===== src/rtl/psp_pkg.sv =====
// Types, codes and arithmetic helpers for the projectile slot pool.
package psp_pkg;

    localparam int IN_W   = 184;
    localparam int USER_W = 2;
    localparam int OUT_W  = 80;

    typedef logic [1:0] t_cmd;
    localparam t_cmd CMD_SPAWN  = 2'd0;
    localparam t_cmd CMD_UPDATE = 2'd1;
    localparam t_cmd CMD_SAMPLE = 2'd2;
    localparam t_cmd CMD_NOP    = 2'd3;

    localparam logic CFG_SPEED    = 1'b0;
    localparam logic CFG_LIFETIME = 1'b1;

    // squared raw length at or below this is a short direction
    localparam logic [63:0] MIN_LEN_SQ = 64'd42;
    localparam logic [16:0] AMT_ONE    = 17'd65536;
    localparam logic [30:0] RST_ONE    = 31'd65536;

    typedef struct packed {
        logic start;
        logic sqrt_mode;
    } t_unit_req;

    typedef struct packed {
        logic signed [31:0] cur_x;
        logic signed [31:0] cur_y;
        logic signed [31:0] prev_x;
        logic signed [31:0] prev_y;
        logic signed [31:0] vel_x;
        logic signed [31:0] vel_y;
        logic signed [31:0] life;
    } t_slot;

    // product / 65536, truncated toward zero
    function automatic logic signed [49:0] shr16_tz(input logic signed [65:0] p);
        logic signed [65:0] b;
        b = p + (p[65] ? 66'sd65535 : 66'sd0);
        return b[65:16];
    endfunction

    function automatic logic signed [31:0] sat32(input logic signed [49:0] v);
        logic signed [31:0] r;
        if (v > 50'sd2147483647) begin
            r = 32'sh7FFFFFFF;
        end else if (v < -50'sd2147483648) begin
            r = 32'sh80000000;
        end else begin
            r = v[31:0];
        end
        return r;
    endfunction

endpackage


===== src/rtl/psp_rootdiv.sv =====
// Shared bit-serial unit: 64-bit integer square root or 64/32 unsigned divide.
module psp_rootdiv (
    input  logic                 i_clk,
    input  logic                 i_rst_n,
    input  psp_pkg::t_unit_req   i_req,
    input  logic [63:0]          i_opnd,
    input  logic [31:0]          i_dvsr,
    output logic                 o_done,
    output logic [63:0]          o_result
);

    logic        r_busy;
    logic        r_done;
    logic        r_sqrt;
    logic [5:0]  r_cnt;
    logic [63:0] r_rem;   // sqrt: remainder; divide: dividend shifting into quotient
    logic [63:0] r_res;   // sqrt: root; divide: partial remainder
    logic [63:0] r_bit;
    logic [31:0] r_dvsr;

    logic [63:0] lhs;
    logic [63:0] rhs;
    logic [64:0] diff;
    logic        ge;

    always_comb begin
        if (r_sqrt) begin
            lhs = r_rem;
            rhs = r_res + r_bit;
        end else begin
            lhs = {31'd0, r_res[31:0], r_rem[63]};
            rhs = {32'd0, r_dvsr};
        end
        diff = {1'b0, lhs} - {1'b0, rhs};
        ge   = !diff[64];
    end

    always_ff @(posedge i_clk) begin
        if (!i_rst_n) begin
            r_busy <= 1'b0;
            r_done <= 1'b0;
        end else begin
            // pulse after the last iteration
            r_done <= r_busy && !i_req.start && (r_cnt == 6'd0);
            if (i_req.start) begin
                r_busy <= 1'b1;
                r_sqrt <= i_req.sqrt_mode;
                r_dvsr <= i_dvsr;
                r_rem  <= i_opnd;
                r_res  <= '0;
                r_bit  <= 64'h4000_0000_0000_0000;
                r_cnt  <= i_req.sqrt_mode ? 6'd31 : 6'd63;
            end else if (r_busy) begin
                if (r_sqrt) begin
                    if (ge) begin
                        r_rem <= diff[63:0];
                        r_res <= (r_res >> 1) + r_bit;
                    end else begin
                        r_res <= r_res >> 1;
                    end
                    r_bit <= r_bit >> 2;
                end else begin
                    r_res <= ge ? diff[63:0] : lhs;
                    r_rem <= {r_rem[62:0], ge};
                end
                r_cnt <= r_cnt - 6'd1;
                if (r_cnt == 6'd0) begin
                    r_busy <= 1'b0;
                end
            end
        end
    end

    assign o_done   = r_done;
    assign o_result = r_sqrt ? r_res : r_rem;

endmodule


===== config.mk =====
export PLATFORM = sky130hd
export DESIGN_NAME = psp_rootdiv
export DESIGN_NICKNAME = d
export VERILOG_FILES = /design/src/rtl/psp_pkg.sv /design/src/rtl/psp_rootdiv.sv
export SDC_FILE = /design/constraint.sdc
export NUM_CORES = 1
export LEC_CHECK = 0
export BUFFER_PORTS_ARGS = -buffer_cell sky130_fd_sc_hd__buf_2
export CAP_MARGIN = 20
export CELL_PAD_IN_SITES_DETAIL_PLACEMENT = 1
export CELL_PAD_IN_SITES_GLOBAL_PLACEMENT = 1
export CORE_MARGIN = 4
export CORE_UTILIZATION = 47
export CTS_CLUSTER_SIZE = 14
export DETAILED_ROUTE_END_ITERATION = 8
export PLACE_DENSITY = 0.79
export SYNTH_ARGS = -nofsm -noshare
export SYNTH_HDL_FRONTEND = slang
export SYNTH_SLANG_ARGS = --single-unit

===== constraint.sdc =====
create_clock -name i_clk -period 11.2 [get_ports i_clk]
set_input_delay 1.12 -clock i_clk [delete_from_list [all_inputs] [get_ports i_clk]]
set_output_delay 1.12 -clock i_clk [all_outputs]
set_load 0.01 [all_outputs]

==> key figures, run 1 <==
Clock network
  • Root Buffer: clkbuf_16
  • Cts bufs inserted: 26
  • CTS resizes: 0
  • CTS Hold Bufs: 0
  • Setup bufs post-CTS: 0
  • Clock slew seen by the registers of the worst setup and hold paths: 60 ps
  • CTS tree: done
  • Clock buffer depth: 3
  • Worst skew pair latency: about 600 ps
  • Num Clock Sinks: between 200 and 250
  • H-tree lvl count: 1

Logic synthesis
  • Sequential fraction of the synthesis area: a little under a third
  • EDFF count, synth: roughly 200
  • Mapped Avg Cell Area: just under 9 um^2
  • Synthesized Nets: roughly 2500
  • FF+latch count, synth: around 200
  • Post-Syn Area: roughly 19000 um^2
  • Post-synthesis cell type count: 82
  • YS warnings: 0
  • Async set or reset register ratio after synthesis: 0%
  • Post-Syn Instances: between 2000 and 2500
  • Post-synth top flop: edfxtp_1

Finish
  • Nets: around 2500
  • Layout cells sized above 1: between 10 and 15%
  • Ant diodes: 0
  • Synthesis-to-finish area growth: 10.3%
  • Fillers: roughly 4800

Power
  • Pwr/cell area: between 150 and 200 nW/um^2
  • VDD IR max: roughly 0.11 mV
  • Leakage power: 8.33 nW

Floorplanning
  • Io pins: 165
  • CORE AREA: 40100 um^2
  • Die height: roughly 210 um
  • Initial Util: between 40% and 50%
  • Die area: 44200 um^2
  • Die X: around 210 um
  • Core Rows: 73

Timing
  • Post-layout minimum cycle time: a little under 8000 ps
  • Final setup fails: 0
  • Max_slew headroom: a little under a quarter
  • Worst hold slack: approximately 500 ps
  • Final slew viol count: 0
  • Max Clk Rate: about 130 MHz
  • Worst-margin pin slew: about 1100 ps
  • RSZ-0062 raised after global routing: false
  • Clk_skew: about 42 ps
  • Setup WS post-layout: roughly 3400 ps
  • Fin crit share: ~69%
  • Aggregate negative setup slack: 0 ps
  • Final hold violations: 0

Setup path
  • CP Max Fanout: just under 80
  • Data required, critical path: 11520 ps
  • Crit path DAT: around 8100 ps
  • R2R setup slack: around 3400 ps
  • Worst R2R End: r_res[25]$_SDFFCE_PP0P_
  • Crit Path Category: flop to flop
  • Crit-path slowest cell: buf_4
  • Cell Chain, Critical Path: ha_1 -> nand2_1 -> o311ai_1 -> a22oi_1 -> a311oi_1 -> o211ai_1 -> nand2b_1 -> a31o_2 -> nor2b_1 -> o21ai_0 -> xnor2_1 -> nand2_1 -> ha_1 -> nand4_1 -> or3_1 -> nor2_1 -> nand4bb_1 -> a31oi_4 -> a31oi_4 -> o21ai_4 -> buf_4 -> o21ai_0 -> nand3_1 -> o221ai_1
  • Critical path capture point type: flop
  • R2R depth: 24
  • Reg-to-Reg Start: r_res[4]$_SDFFCE_PP0P_
  • Startpoint Class: flop
  • Slowest stage delay, CP: a little over 800 ps

GRT
  • Grt ovf: 0
  • First-pass GRT wire length: ~100 mm
  • Gr usage total: around 29%
  • Met2 Usage GRT: about 47%
  • Initial antenna violation count: 0
  • Global routing usage on met1: between 40% and 50%
  • Busiest grt layer: met2
  • Largest net degree at the start of global routing: 177
  • Met3 Use GR: between 2 and 3%
  • Vias in the first global route: 18500

Min path
  • WHS Endpoint: o_done$_SDFF_PN0_
  • Hold depth: 2
  • Hold Startpoint: r_busy$_SDFF_PN0_
  • Worst hold path type: flop to flop

Detailed routing
  • DRC: 0
  • Via density per instance: between 6 and 7
  • DRT Pass-1 Iters: 5
  • Post-DRT Antenna Nets: 0
  • DR iter-0 viols: roughly 1300
  • Routed via count: approximately 18000
  • WL/cell: 22.9 um
  • Final wirelength: approximately 66 mm

Run status
  • Status: finished clean

Placed design
  • IO buf count: 164
  • Gpl congestion: approximately 0.94
  • HPWL Detailed: 49.4 mm
  • Pre-CTS worst setup slack: 3620 ps

Job
  • # Max-Cap Violations: 0
-- synthesized netlist by cell type (61+ instances only) --
cell type	number	area [um^2]
nand2_1	294	1100
edfxtp_1	199	5980
mux2i_1	86	861
ha_1	131	1640
nand3_1	63	315
mux2_2	80	901
nor2_1	150	563
a21oi_1	153	766
nor2b_1	61	382
xnor2_1	107	937
o21ai_0	179	896
clkbuf_1	76	285
-- metrics by stage --
stage                     instance area (um^2)  power, mW  instances  util, %
final                                    21200       3.61       2860     52.9
after global routing                     21200       3.83       2860     52.9
after CTS                                21200       3.60       2860     52.9
after detailed placement                 20400       2.75       2812     50.8
after global placement                   20400       2.70       2812     50.8
after floorplan                          19200       2.25       2221        -
-- per-layer routing --
| layer | vias up | wire (um) |
|---|---|---|
| li1 | 8414 | - |
| met1 | 8841 | 30100 |
| met2 | 533 | 30400 |
| met3 | 101 | 3300 |
| met4 | 0 | 1760 |
| met5 | - | 0 |
-- area by class of cell --
type	instances	area, um^2	area share, %
Clock inverter	14	144	0.679
Multi-Input combinational cell	1857	12500	59.2
Clock buffer	34	681	3.21
Timing Repair Buffer	182	975	4.60
Tap cell	525	657	3.10
Inverter	47	176	0.832
Sequential cell	201	6020	28.4
-- flip-flops by register name (all words and copies together) (netlist names) --
register / count
r_cnt: 6
o_done: 1
r_rem: 64
r_res: 64
r_bit: 32
r_dvsr: 32
r_sqrt: 1
r_busy: 1
-- critical path, delay by kind of cell (launching register included) --
family | cells | cell delay, ps
AND/OR/NAND/NOR | 9 | 2160
AO/OA/AOI/OAI | 11 | 2900
adder cells (fa/ha/maj) | 2 | 850
buffers and inverters | 1 | 830
XOR/XNOR | 1 | 160
flip-flops | 1 | 540
-- cells by family (layout without fill, tap and decap cells) --
group,Yosys count,after routing,synth area share [%]
compound gates,637,637,20.9
mux,172,172,9.87
xor+xnor,164,164,7.48
simple gates,752,752,18.3
buf+inv,163,277,3.48
flops,201,201,31.3
fa+ha+maj,132,132,8.64
-- where the power goes --
part	internal (mW)	total [mW]	switching, mW
combinational	0.651	1.71	1.06
clock	0.476	0.844	0.368
sequential	0.944	1.06	0.118
-- cells in the final DEF (no fill, tap or decap), types with 10 or more instances in the layout --
master | Yosys | layout
nand2_1 | 294 | 294
and2_1 | 52 | 51
o31ai_1 | 13 | 13
inv_1 | 46 | 45
a31o_2 | 14 | 14
a21o_1 | 37 | 37
a21boi_0 | 11 | 11
nand3_1 | 63 | 63
a21oi_1 | 153 | 152
nor4_1 | 12 | 12
buf_4 | 1 | 17
and3_1 | 10 | 10
a211oi_1 | 20 | 20
buf_2 | 16 | 163
nand2b_1 | 19 | 19
o21a_1 | 16 | 15
nand4_1 | 24 | 24
clkbuf_16 | 0 | 26
xnor2_1 | 107 | 107
o21bai_1 | 30 | 30
o211ai_1 | 17 | 17
xor2_1 | 57 | 57
nor2_1 | 150 | 148
ha_1 | 131 | 131
nor3_1 | 32 | 32
o22ai_1 | 14 | 14
a31oi_1 | 54 | 54
o21ai_0 | 179 | 179
edfxtp_1 | 199 | 199
o21ai_1 | 13 | 13
mux2_2 | 80 | 80
nor2b_1 | 61 | 61
mux2i_1 | 86 | 86
-- worst max-delay path by stage --
stage                           startpoint                       to  cells after the start
floorplan           r_res[2]$_SDFFCE_PP0P_       r_rem[0]$_DFFE_PP_                     23
global placement    r_res[4]$_SDFFCE_PP0P_  r_res[35]$_SDFFCE_PP0P_                     24
detailed placement  r_res[4]$_SDFFCE_PP0P_  r_res[25]$_SDFFCE_PP0P_                     24
CTS                 r_res[4]$_SDFFCE_PP0P_  r_res[35]$_SDFFCE_PP0P_                     24
global route        r_res[6]$_SDFFCE_PP0P_  r_res[25]$_SDFFCE_PP0P_                     24
finish              r_res[4]$_SDFFCE_PP0P_  r_res[25]$_SDFFCE_PP0P_                     24
(Power assumes the default switching activity.)
==> run 2: changes to the inputs <==
Clock period 11.2 ns to 8.1 ns, I/O delays scaled along.
==> key figures, run 2 (synthesis gave the netlist of run 1 again) <==
Run status
  • Status: finished clean

Finish
  • Most common cell after layout, fill and taps aside: nand2_1
  • Multi-input logic area: 12500 um^2 (unchanged)
  • Nets: 2556 (+0.35%)
  • Fin area: 21500 um^2 (+1.5%)
  • Layout cells sized above 1: 15.8% (+0.83 points)
  • Sequential cell area: 6020 um^2 (unchanged)
  • Fillers: 4776 (+0.063%)
  • Ant diodes: 0 (unchanged)
  • Largest regs: r_rem x64, r_res x64
  • Synthesis-to-finish area growth: 11.9%
  • Most frequent cells in the layout: 294 x nand2_1, 199 x edfxtp_1, 179 x o21ai_0

GRT
  • Gr usage total: 29.2% (+0.41 points)
  • Vias in the first global route: 18700 (+1.3%)
  • Largest net degree at the start of global routing: 114 (-36%)
  • First-pass GRT wire length: 105 mm (+1.1%)
  • Grt ovf: 0 (unchanged)
  • Initial antenna violation count: 0 (unchanged)

Timing
  • Final slew viol count: 0 (unchanged)
  • Aggregate negative setup slack: 0 ps (unchanged)
  • Max Clk Rate: 137 MHz (+6.1%)
  • Final setup fails: 0 (unchanged)
  • Worst-margin pin slew: 1070 ps (-74.8 ps)
  • Final hold violations: 0 (unchanged)
  • Clk_skew: 15.9 ps (-26.2 ps)
  • Post-layout minimum cycle time: 7320 ps (-444 ps)
  • Fin crit share: 90.3% (+21 points)
  • Max_slew headroom: 28.6% (+5.7 points)
  • RSZ-0062 raised after global routing: false

Clock network
  • CTS tree: done
  • Num Clock Sinks: 201 (unchanged)
  • Clock buffer depth: 3 (unchanged)
  • Clock slew seen by the registers of the worst setup and hold paths: 60 ps (about the same)
  • Worst skew pair latency: 580 ps (-20 ps)
  • H-tree lvl count: 1 (unchanged)
  • CTS resizes: 0 (unchanged)
  • Root Buffer: clkbuf_16
  • CTS Hold Bufs: 0 (unchanged)
  • Cts bufs inserted: 27 (+3.8%)
  • Setup bufs post-CTS: 0 (unchanged)

Placed design
  • IO buf count: 164 (unchanged)
  • Gpl congestion: 0.916 (-2.9%)
  • DP Area: 20500 um^2 (+0.48%)
  • HPWL Detailed: 50.1 mm (+1.4%)

Setup path
  • Startpoint Class: flop
  • Crit path DAT: 7530 ps (-550 ps)
  • Crit Path Category: flop to flop
  • CP Max Fanout: 33 (-58%)
  • Data required, critical path: 8310 ps (-3210 ps)
  • Critical path capture point type: flop

Detailed routing
  • Routed via count: 17900 (+0.17%)
  • DRC: 0 (unchanged)
  • Final wirelength: 66.9 mm (+1.9%)
  • DR iter-0 viols: 1183 (-8.7%)
  • DRT Pass-1 Iters: 5 (unchanged)
  • Post-DRT Antenna Nets: 0 (unchanged)
  • Via density per instance: 6.24 (-0.18%)
  • WL/cell: 23.3 um (+1.6%)

Job
  • # Max-Cap Violations: 0 (unchanged)

Floorplanning
  • Die X: 210 um (unchanged)
  • Die area: 44200 um^2 (unchanged)
  • CORE AREA: 40100 um^2 (unchanged)
  • Initial Util: 47.9% (unchanged)
  • Die height: 210 um (unchanged)
  • Io pins: 165 (unchanged)
  • Core Rows: 73 (unchanged)

Power
  • Clk pwr share: 27.1% (+3.7 points)
  • Leakage power: 8.48 nW (+1.8%)
  • Gate power share: 45.1% (-2.1 points)
  • Part of the power in registers: 27.8% (-1.6 points)
  • VDD IR max: 0.176 mV (+53%)
  • Psw: 2.18 mW (+41%)
  • P_int: 3.12 mW (+51%)
  • Pwr/cell area: 246 nW/um^2 (+45%)
  • Switching share of power: 41.1% (-1.6 points)

Min path
  • Worst hold path type: input port to flop
## run 2: cell types whose count changed in the layout (fill, tap and decap cells not counted)
cell | before | now
buf_4 | 17 | 22
clkbuf_16 | 26 | 27
bufinv_16 | 2 | 9
clkinvlp_4 | 1 | 5
clkinv_1 | 6 | 1
clkinv_16 | 1 | 0
clkbuf_1 | 8 | 2
inv_6 | 0 | 2
buf_12 | 1 | 4
## run 2: worst paths after layout
kind / from / endpoint / slack (ps) / cells after the start
setup reg to reg: r_res[0]$_SDFFCE_PP0P_ / r_rem[28]$_DFFE_PP_ / 780 / 24
hold / removal: i_dvsr[30] / r_dvsr[30]$_DFFE_PP_ / 400 / 1
setup / recovery: r_res[0]$_SDFFCE_PP0P_ / r_rem[28]$_DFFE_PP_ / 780 / 24
hold reg to reg: r_busy$_SDFF_PN0_ / o_done$_SDFF_PN0_ / 500 / 2
## run 2: layout make-up
type	instances	area share, %
clock inverter	21	1.64
timing repair buffer	190	4.99
multi-input combinational	1857	58.3
sequential	201	28.0
clock buffer	29	3.18
inverter	47	0.821
tap	525	3.06
## run 2: worst max-delay path, cell delays in order, from the launching register on
cell	delay [ps]
edfxtp_1	430
ha_1	260
ha_1	230
a21oi_1	250
o311ai_1	130
buf_4	170
a22oi_1	330
a311oi_1	180
o211ai_1	190
nand2b_1	100
a31o_2	270
nor2b_1	130
o21ai_0	190
xnor2_1	150
nand2_1	80
ha_1	430
nand4_1	270
or3_1	560
nor2_1	340
nand4bb_1	480
a31oi_4	470
a31oi_4	180
o21a_2	360
a21oi_4	190
buf_4	520
## run 2: per-stage QoR
step | cells | utilization, % | total power [mW] | hold WS (ps) | setup slack, ps
finish | 2870 | 53.6 | 5.30 | 404 | 783
global route | 2870 | 53.6 | 5.58 | 391 | 375
CTS | 2870 | 53.6 | 5.28 | 384 | 871
detailed placement | 2820 | 51.0 | 3.82 | 484 | 941
global placement | 2820 | 51.0 | 3.75 | 457 | 1110
floorplan | 2221 | - | 3.11 | 448 | 1050
## run 2: routing by layer
metal | routed length [um] | track usage (%) | part of all wire (%) | up-vias
met4 | 2180 | 8.80 | 3.3 | 0
met3 | 3750 | 3.97 | 5.6 | 111
met2 | 31400 | 49.0 | 47 | 527
met1 | 29500 | 39.7 | 44 | 8861
li1 | - | - | - | 8421
met5 | 0 | 0 | 0 | -
## run 2: power by group through the flow
stage	Sequential, mW	Combinational (mW)	Clock, mW
2_1_floorplan	1.39	1.72	0
3_3_place_gp	1.48	2.27	0
3_5_place_dp	1.48	2.34	0
4_1_cts	1.46	2.37	1.45
5_1_grt	1.48	2.60	1.49
6_report	1.47	2.39	1.44
==> run 3: changes to the inputs <==
==> constraint.sdc (replaced) <==
create_clock -name i_clk -period 8.1 [get_ports i_clk]
set_input_delay 1.215 -clock i_clk [delete_from_list [all_inputs] [get_ports i_clk]]
set_output_delay 1.215 -clock i_clk [all_outputs]
set_load 0.01 [all_outputs]
==> key figures, run 3 (synthesis gave the netlist of run 1 again) <==
Setup path
  • CP bufs+invs: 1 (-1)
  • Startpoint Class: flop
  • Data required, critical path: 8360 ps (+50 ps)
  • Crit path DAT: 7490 ps (-40 ps)
  • Cell Chain, Critical Path: ha_1 -> a21oi_1 -> o31ai_1 -> a21oi_1 -> o21ai_1 -> a21oi_1 -> o21bai_1 -> a31oi_1 -> xnor2_1 -> nand2_1 -> ha_1 -> nand4_1 -> or3_1 -> nor2_1 -> nand4bb_1 -> a31oi_4 -> a31oi_4 -> o21ai_4 -> buf_12 -> mux2_2 -> nand2_1 -> a21oi_1
  • Slowest stage delay, CP: 530 ps (-30 ps)
  • Crit Path Category: flop to flop
  • Critical Path Most Common Cell: a21oi_1
  • CP top delay family: compound AO/OA/AOI/OAI gates
  • Crit-path slowest cell: edfxtp_1
  • CP Max Fanout: 79 (+140%)
  • Critical path capture point type: flop

Finish
  • Largest regs: r_rem x64, r_res x64
  • Ant diodes: 0 (unchanged)
  • Most common cell after layout, fill and taps aside: nand2_1
  • Fillers: 4781 (+0.10%)
  • Layout cells sized above 1: 15.3% (-0.49 points)
  • Fin area: 21300 um^2 (-1.0%)
  • Most frequent cells in the layout: 294 x nand2_1, 199 x edfxtp_1, 179 x o21ai_0
  • Sequential cell area: 6020 um^2 (unchanged)
  • Multi-input logic area: 12500 um^2 (about the same)
  • Nets: 2555 (-0.039%)
  • Synthesis-to-finish area growth: 10.8%

GRT
  • First-pass GRT wire length: 104 mm (-0.68%)
  • Vias in the first global route: 18500 (-1.4%)
  • Initial antenna violation count: 0 (unchanged)
  • Grt ovf: 0 (unchanged)
  • Largest net degree at the start of global routing: 130 (+14%)
  • Gr usage total: 29.2% (-0.097 points)

Timing
  • Worst hold slack: 485 ps (+80.8 ps)
  • Post-layout minimum cycle time: 7240 ps (-81.6 ps)
  • Final hold violations: 0 (unchanged)
  • Max_slew headroom: 29.8% (+1.1 points)
  • Final setup fails: 0 (unchanged)
  • Worst-margin pin slew: 1050 ps (-17.1 ps)
  • Aggregate negative setup slack: 0 ps (unchanged)
  • Final slew viol count: 0 (unchanged)
  • Fin crit share: 89.3% (-1.0 points)
  • RSZ-0062 raised after global routing: false
  • Clk_skew: 21.0 ps (+5.18 ps)
  • Max Clk Rate: 138 MHz (+1.1%)

Clock network
  • Setup bufs post-CTS: 0 (unchanged)
  • H-tree lvl count: 1 (unchanged)
  • Num Clock Sinks: 201 (unchanged)
  • Clock slew seen by the registers of the worst setup and hold paths: 60 ps (about the same)
  • Worst skew pair latency: 560 ps (-20 ps)
  • CTS Hold Bufs: 0 (unchanged)
  • Clock buffer depth: 3 (unchanged)
  • Cts bufs inserted: 27 (unchanged)
  • CTS tree: done
  • CTS resizes: 0 (unchanged)
  • Root Buffer: clkbuf_16

Detailed routing
  • Final wirelength: 66.5 mm (-0.50%)
  • DRT Pass-1 Iters: 5 (unchanged)
  • DR iter-0 viols: 1313 (+11%)
  • Top layer in use: met4
  • WL met3: 4.18 mm (+11%)
  • Met2 WL: 30.9 mm (-1.5%)
  • Via density per instance: 6.26 (+0.31%)
  • Post-DRT Antenna Nets: 0 (unchanged)
  • WL met1: 29.6 mm (+0.44%)
  • DRC: 0 (unchanged)
  • Routed via count: 18000 (+0.20%)
  • WL/cell: 23.2 um (-0.39%)

Job
  • # Max-Cap Violations: 0 (unchanged)

Placed design
  • HPWL Detailed: 50.4 mm (+0.65%)
  • IO buf count: 164 (unchanged)
  • Gpl congestion: 0.945 (+3.2%)
  • DP Area: 20500 um^2 (about the same)

Run status
  • Status: finished clean

Floorplanning
  • Initial Util: 47.9% (unchanged)
  • CORE AREA: 40100 um^2 (unchanged)
  • Io pins: 165 (unchanged)
  • Die area: 44200 um^2 (unchanged)
  • Core Rows: 73 (unchanged)
  • Die X: 210 um (unchanged)
  • Die height: 210 um (unchanged)

Power
  • Final Total Pwr: 5.03 mW (-5.0%)
  • Leakage power: 8.38 nW (-1.1%)
  • VDD IR max: 0.176 mV (about the same)
  • Pwr/cell area: 236 nW/um^2 (-4.1%)

Min path
  • Worst hold path type: flop to flop
-- run 3: changes by cell type in the layout (fill, tap and decap cells not counted) --
cell	before	now
clkinvlp_4	5	2
bufinv_16	9	2
inv_6	2	0
clkinv_2	3	5
clkinv_1	1	6
nor2_2	5	4
nor2_4	0	1
clkinv_4	1	0
buf_4	22	21
clkbuf_1	2	6
-- run 3: worst min-delay path, stage by stage (launching register included) --
cell     delay (ps)
dfxtp_1         310
nand2_1          80
nor3b_1          50
-- run 3: final cells by class --
| type | count | share of cell area (%) |
|---|---|---|
| sequential | 201 | 28.3 |
| inverter | 47 | 0.829 |
| multi-input combinational | 1857 | 59.0 |
| clock inverter | 15 | 0.576 |
| timing repair buffer | 189 | 5.00 |
| clock buffer | 33 | 3.28 |
| tap | 525 | 3.09 |
-- run 3: path summary, 6_finish.rpt --
| check | startpoint | to | slack, ps | cells after the start |
|---|---|---|---|---|
| worst max register to register | r_res[4]$_SDFFCE_PP0P_ | r_res[0]$_SDFFCE_PP0P_ | 860 | 22 |
| worst min register to register | r_busy$_SDFF_PN0_ | o_done$_SDFF_PN0_ | 490 | 2 |
| worst min-delay path | r_busy$_SDFF_PN0_ | o_done$_SDFF_PN0_ | 490 | 2 |
| worst max-delay path | r_res[4]$_SDFFCE_PP0P_ | r_res[0]$_SDFFCE_PP0P_ | 860 | 22 |
-- run 3: metrics by stage --
step           std cells  util [%]  setup WS, ps
2_1_floorplan       2221         -          1050
3_3_place_gp        2819      51.0          1260
3_5_place_dp        2819      51.0          1090
4_1_cts             2867      53.1          1040
5_1_grt             2867      53.1           452
6_report            2867      53.1           865
-- run 3: routing by layer --
metal / vias to the layer above / GRT usage, %
met5: - / 0
met4: 0 / 7.85
met3: 111 / 3.45
met2: 614 / 48.4
met1: 8817 / 40.6
li1: 8414 / -
-- run 3: power by group --
part / switching, mW / internal [mW]
registers: 0.159 / 1.31
logic: 1.48 / 0.917
clock network: 0.493 / 0.670
total: 2.14 / 2.89
